`config.mk`:
```
export PLATFORM = sky130hd
export DESIGN_NAME = line_position_substring_finder
export DESIGN_NICKNAME = d
export VERILOG_FILES = /design/src/hdl/lpsf_pkg.sv /design/src/hdl/line_position_substring_finder.sv
export SDC_FILE = /design/constraint.sdc
export NUM_CORES = 1
export LEC_CHECK = 0
export ABC_CLOCK_PERIOD_IN_PS = 18470
export BUFFER_PORTS_ARGS = -buffer_cell sky130_fd_sc_hd__buf_2
export CAP_MARGIN = 20
export CORE_MARGIN = 2
export CORE_UTILIZATION = 30
export CTS_CLUSTER_SIZE = 8
export DETAILED_ROUTE_END_ITERATION = 8
export GPL_TIMING_DRIVEN = 0
export PLACE_DENSITY = 0.43
export SLEW_MARGIN = 30
export SYNTH_ARGS = -nofsm -noshare
export SYNTH_HDL_FRONTEND = slang
export SYNTH_SLANG_ARGS = --single-unit
```
`constraint.sdc`:
```
create_clock -name clk -period 18.47 [get_ports clk]
set_clock_uncertainty 0.05 [all_clocks]
set_input_delay 1.847 -clock clk [delete_from_list [all_inputs] [get_ports clk]]
set_output_delay 1.847 -clock clk [all_outputs]
set_load 0.03 [all_outputs]
```
`src/hdl/lpsf_pkg.sv`:
```
// Package for the line position substring finder.
// Widths, register indexes and byte constants shared by the design.
// No dependencies.
package lpsf_pkg;

	localparam int MAX_PATTERN = 8;
	localparam int PTR_W       = 3;
	localparam int LEN_W       = 4;
	localparam int CHAR_W      = 8;
	localparam int COUNT_W     = 16;
	localparam int PAT_W       = MAX_PATTERN * CHAR_W;

	typedef logic [CHAR_W-1:0]  char_t;
	typedef logic [COUNT_W-1:0] count_t;
	typedef logic [LEN_W-1:0]   len_t;

	localparam char_t  NEWLINE_CHAR = 8'd10;
	localparam count_t COUNT_MAX    = 16'hFFFF;
	localparam len_t   LEN_MAX      = len_t'(MAX_PATTERN);

	localparam logic REG_PATTERN_BYTES  = 1'b0;
	localparam logic REG_PATTERN_LENGTH = 1'b1;

endpackage

```
`src/hdl/line_position_substring_finder.sv`:
```
// Line position substring finder: one text word per cycle, row/column tracking, window match.
// Depends on lpsf_pkg.
// Flow: an accepted word is held in the input register; its match, if any, is loaded into
// the result register when the word leaves the input register.
// Throughput: one word per cycle; the input stage stalls only when a match meets a full
// result register that is not being taken.
// Reset (arst_n low, asynchronous): row 1, column 0, empty window, pattern length 1,
// pattern bytes zero, input and result registers empty.
module line_position_substring_finder
	import lpsf_pkg::*;
(
	input  logic               clk,
	input  logic               arst_n,
	input  logic               cfg_write_en,
	input  logic               cfg_index,
	input  logic [PAT_W-1:0]   cfg_data,
	input  logic               in_valid,
	output logic               in_ready,
	input  logic [CHAR_W-1:0]  text_byte,
	input  logic               file_start,
	input  logic [CHAR_W-1:0]  file_number,
	output logic               out_valid,
	input  logic               out_ready,
	output logic [CHAR_W-1:0]  match_file,
	output logic [COUNT_W-1:0] match_row,
	output logic [COUNT_W-1:0] match_column
);

	logic [PAT_W-1:0] pattern_q;
	len_t             pat_len_q;

	logic   valid_s1;
	char_t  byte_s1;
	logic   start_s1;
	char_t  file_s1;

	char_t  win_q [MAX_PATTERN];
	len_t   win_cnt_q;
	count_t row_q;
	count_t col_q;

	char_t  win_next [MAX_PATTERN];
	len_t   len;
	len_t   cnt_base;
	len_t   cnt_inc;
	len_t   cnt_next;
	count_t row_base;
	count_t col_base;
	count_t row_next;
	count_t col_next;
	logic   is_newline;
	logic   cmp_ok;
	logic   hit;
	logic   advance;

	// config registers
	always_ff @(posedge clk or negedge arst_n) begin
		if (!arst_n) begin
			pattern_q <= '0;
			pat_len_q <= len_t'(1);
		end else if (cfg_write_en) begin
			case (cfg_index)
				REG_PATTERN_BYTES:  pattern_q <= cfg_data;
				REG_PATTERN_LENGTH: pat_len_q <= cfg_data[LEN_W-1:0];
				default:            pattern_q <= pattern_q;
			endcase
		end
	end

	always_comb begin
		if (pat_len_q == '0)
			len = len_t'(1);
		else if (pat_len_q > LEN_MAX)
			len = LEN_MAX;
		else
			len = pat_len_q;
	end

	assign is_newline = (byte_s1 == NEWLINE_CHAR);
	assign row_base   = start_s1 ? count_t'(1) : row_q;
	assign col_base   = start_s1 ? '0 : col_q;
	assign cnt_base   = start_s1 ? '0 : win_cnt_q;
	assign cnt_inc    = (cnt_base < LEN_MAX) ? cnt_base + len_t'(1) : cnt_base;

	always_comb begin
		win_next[0] = byte_s1;
		for (int k = 1; k < MAX_PATTERN; k++)
			win_next[k] = win_q[k-1];
	end

	// newest len bytes against the pattern, first pattern byte oldest
	always_comb begin
		logic [PTR_W-1:0] sel;
		cmp_ok = 1'b1;
		sel    = '0;
		for (int j = 0; j < MAX_PATTERN; j++) begin
			if (len_t'(j) < len) begin
				sel = PTR_W'(len - len_t'(1) - len_t'(j));
				if (win_next[sel] != pattern_q[CHAR_W*j +: CHAR_W])
					cmp_ok = 1'b0;
			end
		end
	end

	assign hit = valid_s1 && !is_newline && (cnt_inc >= len) && cmp_ok;

	always_comb begin
		if (is_newline) begin
			row_next = (row_base < COUNT_MAX) ? row_base + count_t'(1) : row_base;
			col_next = '0;
			cnt_next = '0;
		end else begin
			row_next = row_base;
			col_next = (col_base < COUNT_MAX) ? col_base + count_t'(1) : col_base;
			cnt_next = hit ? '0 : cnt_inc;
		end
	end

	assign advance  = valid_s1 && (!hit || !out_valid || out_ready);
	assign in_ready = !valid_s1 || advance;

	// input register
	always_ff @(posedge clk or negedge arst_n) begin
		if (!arst_n)
			valid_s1 <= 1'b0;
		else if (in_ready)
			valid_s1 <= in_valid;
	end

	always_ff @(posedge clk) begin
		if (in_ready && in_valid) begin
			byte_s1  <= text_byte;
			start_s1 <= file_start;
			file_s1  <= file_number;
		end
	end

	// line state
	always_ff @(posedge clk or negedge arst_n) begin
		if (!arst_n) begin
			win_cnt_q <= '0;
			row_q     <= count_t'(1);
			col_q     <= '0;
		end else if (advance) begin
			win_cnt_q <= cnt_next;
			row_q     <= row_next;
			col_q     <= col_next;
		end
	end

	always_ff @(posedge clk or negedge arst_n) begin
		if (!arst_n) begin
			for (int k = 0; k < MAX_PATTERN; k++)
				win_q[k] <= '0;
		end else if (advance && !is_newline) begin
			for (int k = 0; k < MAX_PATTERN; k++)
				win_q[k] <= win_next[k];
		end
	end

	// result register
	always_ff @(posedge clk or negedge arst_n) begin
		if (!arst_n)
			out_valid <= 1'b0;
		else if (advance && hit)
			out_valid <= 1'b1;
		else if (out_ready)
			out_valid <= 1'b0;
	end

	always_ff @(posedge clk) begin
		if (advance && hit) begin
			match_file   <= file_s1;
			match_row    <= row_next;
			match_column <= col_next - count_t'(len) + count_t'(1);
		end
	end

	a_row_nonzero: assert property (@(posedge clk) disable iff (!arst_n)
		row_q != '0)
		else $error("row counter reached zero");

	a_window_bound: assert property (@(posedge clk) disable iff (!arst_n)
		win_cnt_q <= LEN_MAX)
		else $error("window count above maximum");

	a_hit_loads: assert property (@(posedge clk) disable iff (!arst_n)
		advance && hit |=> out_valid)
		else $error("match not loaded into result register");

	a_empty_ready: assert property (@(posedge clk) disable iff (!arst_n)
		!valid_s1 |-> in_ready)
		else $error("empty input stage not ready");

	a_newline_clears: assert property (@(posedge clk) disable iff (!arst_n)
		advance && is_newline |=> win_cnt_q == '0 && col_q == '0)
		else $error("newline did not clear line state");

endmodule
```
Yosys cells after proc, flatten, opt, wreduce, memory -nomap -nowiden
Cells that the tools add are included.

Mux-type cells: 54. Bitwise gates (word level): 9. $lt $le $gt $ge: 21. Reduce and logical (&&, ||, !) cells: 18. Eq/ne operators: 9. $add $sub $neg: 13.

Operators with widths (number): binary-select mux 8 bit (select 3 bit) (8); two-way mux 8 bit (16); two-way mux 16 bit (6); != test 8 bit (8); adder 16 x 1 -> 16 bit, second input constant (3); greater-or-equal comparator 4 bit, second input constant (8); less-than comparator 16 bit, second input constant (2); inverter 3 -> 4 bit (8); two-way mux 4 bit (6); two-way mux 1 bit (18); less-than comparator 3 x 4 -> 1 bit, first input constant (4); subtractor 16 x 4 -> 16 bit (1); subtractor 3 bit, second input constant (4); == test 8 x 4 -> 1 bit, second input constant (1); less-than comparator 1 x 4 -> 1 bit, first input constant (2); less-than comparator 2 x 4 -> 1 bit, first input constant (2); logical AND 1 bit (7); subtractor 3 x 1 -> 3 bit, second input constant (2); subtractor 3 x 2 -> 3 bit, second input constant (2); adder 4 x 1 -> 4 bit, second input constant (1); greater-or-equal comparator 4 bit (1); greater-than comparator 4 bit, second input constant (1); zero test 1 bit (4); zero test 4 bit (1); 5 further kinds (8).

Word-level logic and storage cells: 144. Output and inout bits: 42. Register bits: 219.

Depth between registers and ports, before layout
Gate-level depths: netlist (run 1).

Word-level depth: 32. Mapped depth: 24. Mapped depth without buffers: 23.

Worst setup path before layout (run 1)
OpenSTA, ideal clock, no wires.

Path type: register to register. Start point: register pat_len_q[0]. End point: register match_column[0] (enable). Setup time: 0.487 ns. Arrival time: 6.548 ns. Clock period less this slack: 7.085 ns. Path buffers: 4. Stages on the path, launching flop included: 17. Setup slack: 11.385 ns. Cells stage by stage: dfstp_2 -> o21bai_2 -> and2_1 -> buf_6 -> inv_2 -> buf_4 -> buf_4 -> ha_1 -> xnor2_2 -> buf_4 -> mux4_2 -> xnor2_1 -> a2111oi_0 -> nand4_1 -> nor3_1 -> a21oi_1 -> nor3_1.

Longest elaborated chain between the ends: 31.

RTL lines: start: declaration (RTL line line_position_substring_finder.sv:30) `len_t pat_len_q;`; start signal: assignment (RTL line line_position_substring_finder.sv:60) `pat_len_q <= len_t'(1);`; start signal: assignment (RTL line line_position_substring_finder.sv:64) `REG_PATTERN_LENGTH: pat_len_q <= cfg_data[LEN_W-1:0];`; greater-than comparator 4 bit (RTL line line_position_substring_finder.sv:73) `else if (pat_len_q > LEN_MAX)`; two-way mux 4 bit (RTL line line_position_substring_finder.sv:73); two-way mux 4 bit * (RTL line line_position_substring_finder.sv:71) `if (pat_len_q == '0)`; parallel branches: the longest is 22 deep, another holds subtractor 3 x 1 -> 3 bit; logical AND 1 bit * (RTL line line_position_substring_finder.sv:105) `assign hit = valid_s1 && !is_newline && (cnt_inc >= len) && cmp_ok;`; zero test 1 bit (RTL line line_position_substring_finder.sv:119) `assign advance = valid_s1 && (!hit || !out_valid || out_ready);`; logical OR 1 bit (2 in series) (RTL line line_position_substring_finder.sv:119); logical AND 1 bit (RTL line line_position_substring_finder.sv:119); logical AND 1 bit * (RTL line line_position_substring_finder.sv:172) `if (advance && hit) begin`; end signal: assignment (RTL line line_position_substring_finder.sv:175) `match_column <= col_next - count_t'(len) + count_t'(1);`; end: declaration (RTL line line_position_substring_finder.sv:26) `output logic [COUNT_W-1:0] match_column`.

Mark *: on every way between the ends. The select of a mux whose other input is x is not followed. A chain may end at the register's enable or synchronous reset.

Final worst setup path (run 1)
Start point: register pat_len_q[3]. End point: output in_ready.

Longest elaborated chain between the ends: 31.

RTL lines: greater-than comparator 4 bit (RTL line line_position_substring_finder.sv:73); two-way mux 4 bit (RTL line line_position_substring_finder.sv:73); two-way mux 4 bit * (RTL line line_position_substring_finder.sv:71); parallel branches: the longest is 22 deep, another holds subtractor 3 x 1 -> 3 bit; logical AND 1 bit * (RTL line line_position_substring_finder.sv:105); zero test 1 bit * (RTL line line_position_substring_finder.sv:119); logical OR 1 bit * (2 in series) (RTL line line_position_substring_finder.sv:119); logical AND 1 bit * (RTL line line_position_substring_finder.sv:119); logical OR 1 bit * (RTL line line_position_substring_finder.sv:120) `assign in_ready = !valid_s1 || advance;`; end: declaration (RTL line line_position_substring_finder.sv:18) `output logic in_ready,`.

Marks and branches as above.

==> reports/qor.txt, run 1 <==
Status = completed
Post-cts resize count = 0
Root buffer cell = clkbuf_16
DRT Pass-1 Iters = 5
Async SR Flop Fraction = 74.0%
Cell with the most instances after synthesis = dfrtp_1
Post-route cell area = 0.0153 mm²
Tcrit/Tclk final = 46.6%
# hold bufs at CTS = 0
WHS Endpoint = match_file[1]$_DFFE_PP_
Vias in the first global route = 9326
Post-Syn Nets = 1155
Max FO, Critical Path = 11
Max_slew headroom = 40.4%
Worst-Margin Slew = 0.894 ns
Synthesized area per cell = 12.4 µm²
Setup ws final = 9.87 ns
DIE HEIGHT = 212 µm
Yosys warning count = 0
Reg2reg path depth = 18
Fin crit period = 8.60 ns
Post-synth top area cell = dfrtp_1
Most common flop cell mapped by yosys = dfrtp_1
CTS tree = yes
Fmax = 116 MHz
Terminus of the critical flop-to-flop path = match_file[1]$_DFFE_PP_
Data arrival time of the critical path = 6.71 ns
Seq/Total Area, Yosys = 44.6%
Max-capacitance violation count = 0
Pin count of the biggest net entering global routing = 81
Ratio of cells with drive above 1 in the final layout = 31.8%
Worst R2R Setup Slack = 11.42 ns
GRT overflow = 0
GPL Wtd Cong = 0.817
Synth cell types = 71
Placed Cells = 1724
Setup CP Type = flip-flop to primary output
CTS buffer count = 31
Gate count of the mapped netlist = 1042
Residual DRC = 0
Initial Util = 30.2%
Clock Sinks = 219
Hold crit path type = flip-flop to flip-flop
Routed wire length = 38000 µm
Leakage power total = 6.19 nW
Crit end category = primary output
Post-route ant nets = 0
Worst-path clk slew = 0.05 ns
Vias = 9036
Post-synth EDFFs = 57
Synthesized area = 0.0129 mm²
Post-CTS setup buffer count = 0
Initial antenna violation count = 0
Setup Viol. Count Final = 0
Seq cells post-synth = 219
Placeable Area = 0.0428 mm²
Routed vias/inst = 5.08
Hold Path Stages = 0
Post-detail-place hpwl = 28800 µm
Nets = 1324
Die Width = 212 µm
Initial DRC Count = 560
Hold path start = file_s1[1]$_DFFE_PP_
Synth cell count leaders = 160 x dfrtp_1, 129 x mux2_2, 70 x mux2i_1
CTS Buffer Depth = 3
H-tree levels = 1
PortBufs = 128
Post-route setup TNS = 0 ns
Max VDD drop = 81.9 µV
First-pass GRT wire length = 57700 µm
Startpoint types = flip-flop
Final Hold Viols = 0
Pre-CTS setup slack = 10.52 ns
Gr usage total = 17.2%
CP Data Required Time = 16.57 ns
DP Area = 0.0144 mm²
Worst skew pair latency = 0.58 ns
Top post-synthesis cells by area = dfrtp_1 31%, edfxtp_1 13%, mux2_2 11%, mux4_2 9.1%, mux2i_1 5.4%
Antenna Cells = 0
Area Overhead vs Synth = 18.1%
Slew Viols, Final = 0
IO Pins = 129
RSZ-0062 raised after global routing = no
Row count = 76
Power Dens Cells = 118 mW/mm²
Top cell type's share of synthesized area = 31.0%
Finished Layout Cells = 1780
DIE AREA = 0.0448 mm²
Worst r2r src = pat_len_q[3]$_DFFE_PN0P_
Wire per inst = 21.3 µm
## registers in the layout (all words and copies together), names as in the netlist
register	cells
win_cnt_q	4
byte_s1	8
col_q	16
match_file	8
match_row	16
match_column	16
file_s1	8
row_q	16
pattern_q	64
pat_len_q	4
start_s1	1
out_valid	1
valid_s1	1
win_next	56
## power by group
group          total, mW  leakage [nW]  internal, mW  switching [mW]
Sequential         0.633          2.47         0.566          0.0670
Clock              0.532         0.420         0.313           0.219
Combinational      0.641          3.31         0.304           0.337
## worst max-delay path by stage
| stage | start | end | slack [ns] | cells after the start |
|---|---|---|---|---|
| 2_1_floorplan | pat_len_q[0]$_DFFE_PN1P_ | match_column[0]$_DFFE_PP_ | 11.39 | 16 |
| 3_3_place_gp | pat_len_q[3]$_DFFE_PN0P_ | match_column[11]$_DFFE_PP_ | 7.92 | 15 |
| 3_5_place_dp | pat_len_q[3]$_DFFE_PN0P_ | in_ready | 10.52 | 17 |
| 4_1_cts | pat_len_q[3]$_DFFE_PN0P_ | in_ready | 9.86 | 17 |
| 5_1_grt | pat_len_q[3]$_DFFE_PN0P_ | in_ready | 9.56 | 17 |
| 6_report | pat_len_q[3]$_DFFE_PN0P_ | in_ready | 9.87 | 17 |
## through the flow
| stage | power [mW] | hold slack [ns] | util [%] |
|---|---|---|---|
| 3_3_place_gp | 1.28 | 0.351 | 33.3 |
| 3_5_place_dp | 1.28 | 0.355 | 33.6 |
| 4_1_cts | 1.83 | 0.368 | 35.7 |
| 2_1_floorplan | 1.09 | 0.350 | - |
| 6_report | 1.81 | 0.366 | 35.7 |
| 5_1_grt | 1.92 | 0.370 | 35.7 |
## kinds of logic (layout without fill, tap and decap cells)
| kind of cell | after synthesis | in the layout | synth area share, % |
|---|---|---|---|
| XOR/XNOR | 94 | 94 | 6.43 |
| flip-flops | 219 | 219 | 44.6 |
| AND/OR/NAND/NOR | 199 | 199 | 7.80 |
| AO/OA/AOI/OAI | 134 | 134 | 7.12 |
| buffers and inverters | 92 | 284 | 3.39 |
| multiplexers | 278 | 278 | 28.1 |
| adder cells (fa/ha/maj) | 26 | 26 | 2.57 |
## worst max-delay path: stages, from the launching register on
cell       delay (ns)
dfrtp_1          0.32
buf_2            0.20
nand2b_1         0.17
buf_2            0.34
clkbuf_1         0.72
ha_1             0.36
inv_1            0.12
xnor2_1          0.21
buf_2            0.40
mux4_2           0.60
xnor2_1          0.14
a2111oi_0        0.67
a32oi_1          0.27
nor3_1           0.64
a21oi_1          0.29
nor2_1           0.31
nand2_1          0.14
buf_2            0.21
## cell usage in the layout, fill, tap and decap left out, types with 9 or more instances in the layout
master     netlist  layout
nand3_1         20      20
mux2_2         129     129
xor2_1          32      32
a22oi_1         21      21
mux2i_1         70      70
clkbuf_1        25      49
buf_2           11     138
buf_4            7      12
nand2b_1        11      11
nor2_1          47      47
nand2_1         39      39
dfrtp_1        160     160
xnor2_1         61      61
a21o_1           9       9
mux4_2          52      52
mux2_1          27      27
nor2b_1         23      23
inv_1           38      38
clkbuf_16        0      31
o21ai_0         30      30
a21oi_1         26      26
ha_1            25      25
nor3_1          13      12
edfxtp_1        57      57
## metal layers
metal	wire (µm)	share of wire, %	up-vias	track usage, %
li1	-	-	4214	-
met4	936	2.5	0	4.95
met2	17400	46	177	26.9
met5	0	0	-	0
met1	17700	46	4584	24.2
met3	2000	5.3	61	3.17
## layout make-up
cell class / count / area (µm²)
buffer: 53 / 292
timing repair buffer: 136 / 758
fill: 4280 / 27500
inverter: 39 / 146
multi-input combinational: 731 / 6740
clock inverter: 1 / 20.0
sequential: 219 / 5770
tap: 546 / 683
clock buffer: 55 / 866
No activity file was read; power rests on OpenSTA's default activity.
==> inputs of run 2 (changes only) <==
--- a/config.mk
+++ b/config.mk
@@ -5,7 +5,7 @@
 export SDC_FILE = /design/constraint.sdc
 export NUM_CORES = 1
 export LEC_CHECK = 0
-export ABC_CLOCK_PERIOD_IN_PS = 18470
+export ABC_CLOCK_PERIOD_IN_PS = 8000
 export BUFFER_PORTS_ARGS = -buffer_cell sky130_fd_sc_hd__buf_2
 export CAP_MARGIN = 20
 export CORE_MARGIN = 2
==> constraint.sdc (replaced) <==
create_clock -name clk -period 8 [get_ports clk]
set_clock_uncertainty 0.05 [all_clocks]
set_input_delay 0.8 -clock clk [delete_from_list [all_inputs] [get_ports clk]]
set_output_delay 0.8 -clock clk [all_outputs]
set_load 0.03 [all_outputs]
==> run 2 against run 1 <==
Power increased by 130%. First-iteration DRC count increased by 0.36%. Cell count about the same. Critical endpoint unchanged. Die area unchanged. Global-route usage about the same. Combinational power increased by 130%. Setup slack got worse by 9.4 ns. Sequential power increased by 130%. Largest cell class unchanged. Sequential cell count unchanged.
==> reports/qor.txt, run 2 (synthesis gave the netlist of run 1 again) <==
Largest Register = pattern_q
Fin crit period = 7.52 ns
Hold crit path type = input port to flip-flop
Max FO, Critical Path = 11
Crit end category = primary output
Wire per inst = 21.3 µm
Leakage power total = 6.20 nW
Initial Util = 30.2%
Commonest non-fill, non-tap cell in the layout = dfrtp_1
Worst skew pair latency = 0.58 ns
RSZ-0062 raised after global routing = no
Vias in the first global route = 9329
Ratio of cells with drive above 1 in the final layout = 31.7%
Routed vias/inst = 5.09
Max VDD drop = 190 µV
Pin count of the biggest net entering global routing = 81
Setup Viol. Count Final = 0
Die Width = 212 µm
Number of flip-flops in the largest register = 64
Gr usage total = 17.2%
CTS Buffer Depth = 3
Data arrival time of the critical path = 6.67 ns
Power Dens Cells = 273 mW/mm²
PortBufs = 128
CP Data Required Time = 7.15 ns
Post-route cell area = 0.0153 mm²
H-tree levels = 1
CTS tree = yes
Slew Viols, Final = 0
Fmax = 133 MHz
Vias = 9064
Initial DRC Count = 562
Startpoint types = flip-flop
Fillcell total = 4280
DIE HEIGHT = 212 µm
Final Hold Viols = 0
Most frequent cells in the layout = 160 x dfrtp_1, 138 x buf_2, 129 x mux2_2
Pre-CTS setup slack = 1.02 ns
Area Overhead vs Synth = 18.2%
Routed wire length = 38000 µm
DRT Pass-1 Iters = 5
Setup ws final = 0.483 ns
First-pass GRT wire length = 57700 µm
Root buffer cell = clkbuf_16
Clock Sinks = 219
Residual DRC = 0
GPL Wtd Cong = 0.817
GRT overflow = 0
Placeable Area = 0.0428 mm²
DP Area = 0.0144 mm²
IO Pins = 129
Worst-path clk slew = 0.05 ns
Worst-Margin Slew = 0.882 ns
Tcrit/Tclk final = 94.0%
CTS buffer count = 31
Post-detail-place hpwl = 28800 µm
Row count = 76
Status = completed
# hold bufs at CTS = 1
Setup CP Type = flip-flop to primary output
Max-capacitance violation count = 0
Post-CTS setup buffer count = 0
Max_slew headroom = 41.2%
Initial antenna violation count = 0
Nets = 1325
Post-cts resize count = 0
Hold slack = 0.348 ns
Post-route ant nets = 0
DIE AREA = 0.0448 mm²
Antenna Cells = 0
## run 2: cell count changes in the layout (fill, tap and decap cells not counted)
cell           change
dlygate4sd3_1      +1
## run 2: worst max-delay path: stages, from the launching register on
cell       delay, ns
dfrtp_1         0.32
buf_2           0.20
nand2b_1        0.16
buf_2           0.34
clkbuf_1        0.71
ha_1            0.36
inv_1           0.12
xnor2_1         0.20
buf_2           0.39
mux4_2          0.60
xnor2_1         0.14
a2111oi_0       0.66
a32oi_1         0.28
nor3_1          0.64
a21oi_1         0.28
nor2_1          0.31
nand2_1         0.14
buf_2           0.21
## run 2: final cells by class
cell class,count,area [µm²],share of cell area (%)
inverter,39,146,0.958
sequential,219,5770,37.7
multi-input combinational,731,6740,44.1
clock buffer,55,866,5.67
buffer,53,292,1.91
tap,546,683,4.47
clock inverter,1,20.0,0.131
timing repair buffer,137,768,5.03
## run 2: path summary, 6_finish.rpt
path	from	to	slack [ns]	cells past startpoint
hold / removal	file_start	start_s1$_DFFE_PP_	0.35	1
setup / recovery	pat_len_q[3]$_DFFE_PN0P_	in_ready	0.48	17
hold reg to reg	file_s1[1]$_DFFE_PP_	match_file[1]$_DFFE_PP_	0.37	0
min in group asynchronous	arst_n	pattern_q[46]$_DFFE_PN0P_	0.57	2
max in group asynchronous	arst_n	row_q[0]$_DFFE_PN1N_	6.69	3
setup reg to reg	pat_len_q[3]$_DFFE_PN0P_	match_file[1]$_DFFE_PP_	0.99	18
## run 2: per-layer routing
layer | GRT usage [%] | vias up | wire length (µm)
li1 | - | 4215 | -
met1 | 24.2 | 4603 | 17800
met2 | 26.9 | 181 | 17300
met3 | 3.17 | 65 | 1920
met4 | 4.95 | 0 | 975
met5 | 0 | - | 0
## run 2: where the power goes
part	total (mW)	switching (mW)	leakage, nW	internal, mW
Clock	1.23	0.506	0.420	0.722
Sequential	1.46	0.154	2.47	1.31
Combinational	1.48	0.781	3.31	0.702
Total	4.17	1.44	6.20	2.73
## run 2: through the flow
step / TNS, ns / cells / total power, mW / utilization, %
detailed placement: 0 / 1724 / 2.96 / 33.6
finish: 0 / 1781 / 4.17 / 35.7
floorplan: 0 / 1042 / 2.51 / -
global placement: -101.87 / 1716 / 2.95 / 33.3
CTS: 0 / 1781 / 4.23 / 35.7
global route: 0 / 1781 / 4.43 / 35.7
==> inputs of run 3 (changes only) <==
--- a/config.mk
+++ b/config.mk
@@ -9,11 +9,11 @@
 export BUFFER_PORTS_ARGS = -buffer_cell sky130_fd_sc_hd__buf_2
 export CAP_MARGIN = 20
 export CORE_MARGIN = 2
-export CORE_UTILIZATION = 30
+export CORE_UTILIZATION = 23
 export CTS_CLUSTER_SIZE = 8
 export DETAILED_ROUTE_END_ITERATION = 8
 export GPL_TIMING_DRIVEN = 0
-export PLACE_DENSITY = 0.43
+export PLACE_DENSITY = 0.35
 export SLEW_MARGIN = 30
 export SYNTH_ARGS = -nofsm -noshare
 export SYNTH_HDL_FRONTEND = slang
==> run 3 against run 2 <==
Register-to-register slack improved by 0.46 ns. Final area up 2.5%. Setup slack improved by 0.29 ns. Largest cell class unchanged. Critical endpoint unchanged.
==> reports/qor.txt, run 3 (synthesis gave the netlist of run 1 again) <==
H-tree levels = 2
RSZ-0062 raised after global routing = no
Residual DRC = 0
DIE HEIGHT = 241 µm
Area Overhead vs Synth = 21.2%
Setup CP Type = flip-flop to primary output
Root buffer cell = clkbuf_16
Initial DRC Count = 506
Max_slew headroom = 45.0%
Largest Register = pattern_q
Leakage power total = 6.27 nW
Data arrival time of the critical path = 6.38 ns
Worst R2R Setup Slack = 1.45 ns
PortBufs = 128
Worst-path clk slew = 0.05 ns
Startpoint types = flip-flop
Max-capacitance violation count = 0
DRT Pass-1 Iters = 4
Fin util = 28.3%
Ratio of cells with drive above 1 in the final layout = 32.3%
Routed vias/inst = 4.56
CTS buffer count = 34
Max FO, Critical Path = 10
Gr usage total = 14.4%
Placeable Area = 0.0553 mm²
Vias in the first global route = 9180
Routed wire length = 41200 µm
Terminus of the critical flop-to-flop path = match_row[15]$_DFFE_PP_
Fmax = 138 MHz
CTS Buffer Depth = 3
Power Dens Cells = 278 mW/mm²
Max VDD drop = 113 µV
Crit end category = primary output
Worst-Margin Slew = 0.825 ns
First-pass GRT wire length = 61100 µm
Setup Viol. Count Final = 0
Pin count of the biggest net entering global routing = 73
Initial antenna violation count = 1
IO Pins = 129
Clock Sinks = 219
Hold crit path type = input port to async pin
DIE AREA = 0.0581 mm²
Number of flip-flops in the largest register = 64
Slew Viols, Final = 0
Post-route cell area = 0.0157 mm²
Commonest non-fill, non-tap cell in the layout = dfrtp_1
Fin crit period = 7.23 ns
Initial Util = 23.4%
# hold bufs at CTS = 0
Tcrit/Tclk final = 90.3%
Most frequent cells in the layout = 160 x dfrtp_1, 138 x buf_2, 129 x mux2_2
Post-route ant nets = 0
Wire per inst = 20.8 µm
Total power = 4.35 mW
GPL Wtd Cong = 0.783
Fillcell total = 5822
Reg2reg path depth = 20
Final Hold Viols = 0
Status = completed
Worst r2r src = pat_len_q[3]$_DFFE_PN0P_
Worst skew pair latency = 0.54 ns
CTS tree = yes
Nets = 1326
Antenna Cells = 0
Vias = 9044
Row count = 86
GRT overflow = 0
Die Width = 241 µm
DP Area = 0.0147 mm²
CP Data Required Time = 7.15 ns
Post-detail-place hpwl = 31500 µm
[run 3: cell count changes in the layout (fill, tap and decap cells not counted), sizes merged]
| cell | before | now |
|---|---|---|
| dlygate4sd3 | 1 | 0 |
| clkbuf | 80 | 75 |
| clkinv | 0 | 3 |
| inv | 40 | 41 |
| bufinv | 0 | 1 |
[run 3: what timing repair did]
item                       in CTS  in global routing
buffers inserted                0                  0
gates resized for setup         0                  1
setup endpoints to repair       0                  1
[run 3: report_power, final]
| part | internal, mW | leakage, nW | switching, mW |
|---|---|---|---|
| clock network | 0.839 | 0.483 | 0.539 |
| logic | 0.704 | 3.31 | 0.803 |
| registers | 1.31 | 2.47 | 0.159 |
| total | 2.85 | 6.27 | 1.50 |
[run 3: worst max-delay path by stage]
stage                                   from                   endpoint  slack, ns
floorplan           pat_len_q[0]$_DFFE_PN1P_  match_column[0]$_DFFE_PP_       0.92
global route        pat_len_q[3]$_DFFE_PN0P_                   in_ready       0.19
global placement    pat_len_q[3]$_DFFE_PN0P_  match_column[9]$_DFFE_PP_      -3.48
finish              pat_len_q[3]$_DFFE_PN0P_                   in_ready       0.77
detailed placement  pat_len_q[3]$_DFFE_PN0P_                   in_ready       0.82
CTS                 pat_len_q[3]$_DFFE_PN0P_                   in_ready       0.20
[run 3: final cells by class]
cell class                 instances  area [µm²]  share of cell area [%]
sequential                       219        5770                    36.8
multi-input combinational        731        6740                    43.1
buffer                            52         288                    1.84
clock buffer                      51         936                    5.98
tap                              748         936                    5.98
inverter                          39         146                   0.935
clock inverter                     6        70.1                   0.447
timing repair buffer             136         774                    4.94
[run 3: layer usage]
metal  global-route usage [%]  share of wire, %
met1                     19.4                46
met2                     23.9                48
met3                     2.66               3.6
met4                     3.35               1.7
met5                        0                 0
[run 3: stage by stage]
step	hold WS, ns	setup slack, ns	TNS (ns)	cells
final	0.0524	0.774	0	1982
after global routing	0.0342	0.190	0	1982
after CTS	0.0178	0.196	0	1983
after detailed placement	0.355	0.816	0	1926
after global placement	0.351	-3.48	-138.93	1918
after floorplan	0.350	0.915	0	1042
[run 3: worst max-delay path: stages (launching register included)]
cell	delay, ns
dfrtp_1	0.31
buf_2	0.20
inv_1	0.20
and2_1	0.20
buf_6	0.15
inv_2	0.07
buf_4	0.25
buf_4	0.31
ha_1	0.29
inv_1	0.11
xnor2_1	0.20
buf_2	0.41
mux4_2	0.61
xnor2_1	0.15
a2111oi_1	0.65
a32oi_1	0.25
nor3_2	0.48
a21oi_1	0.24
nor2_1	0.38
nand2_1	0.13
buf_2	0.20
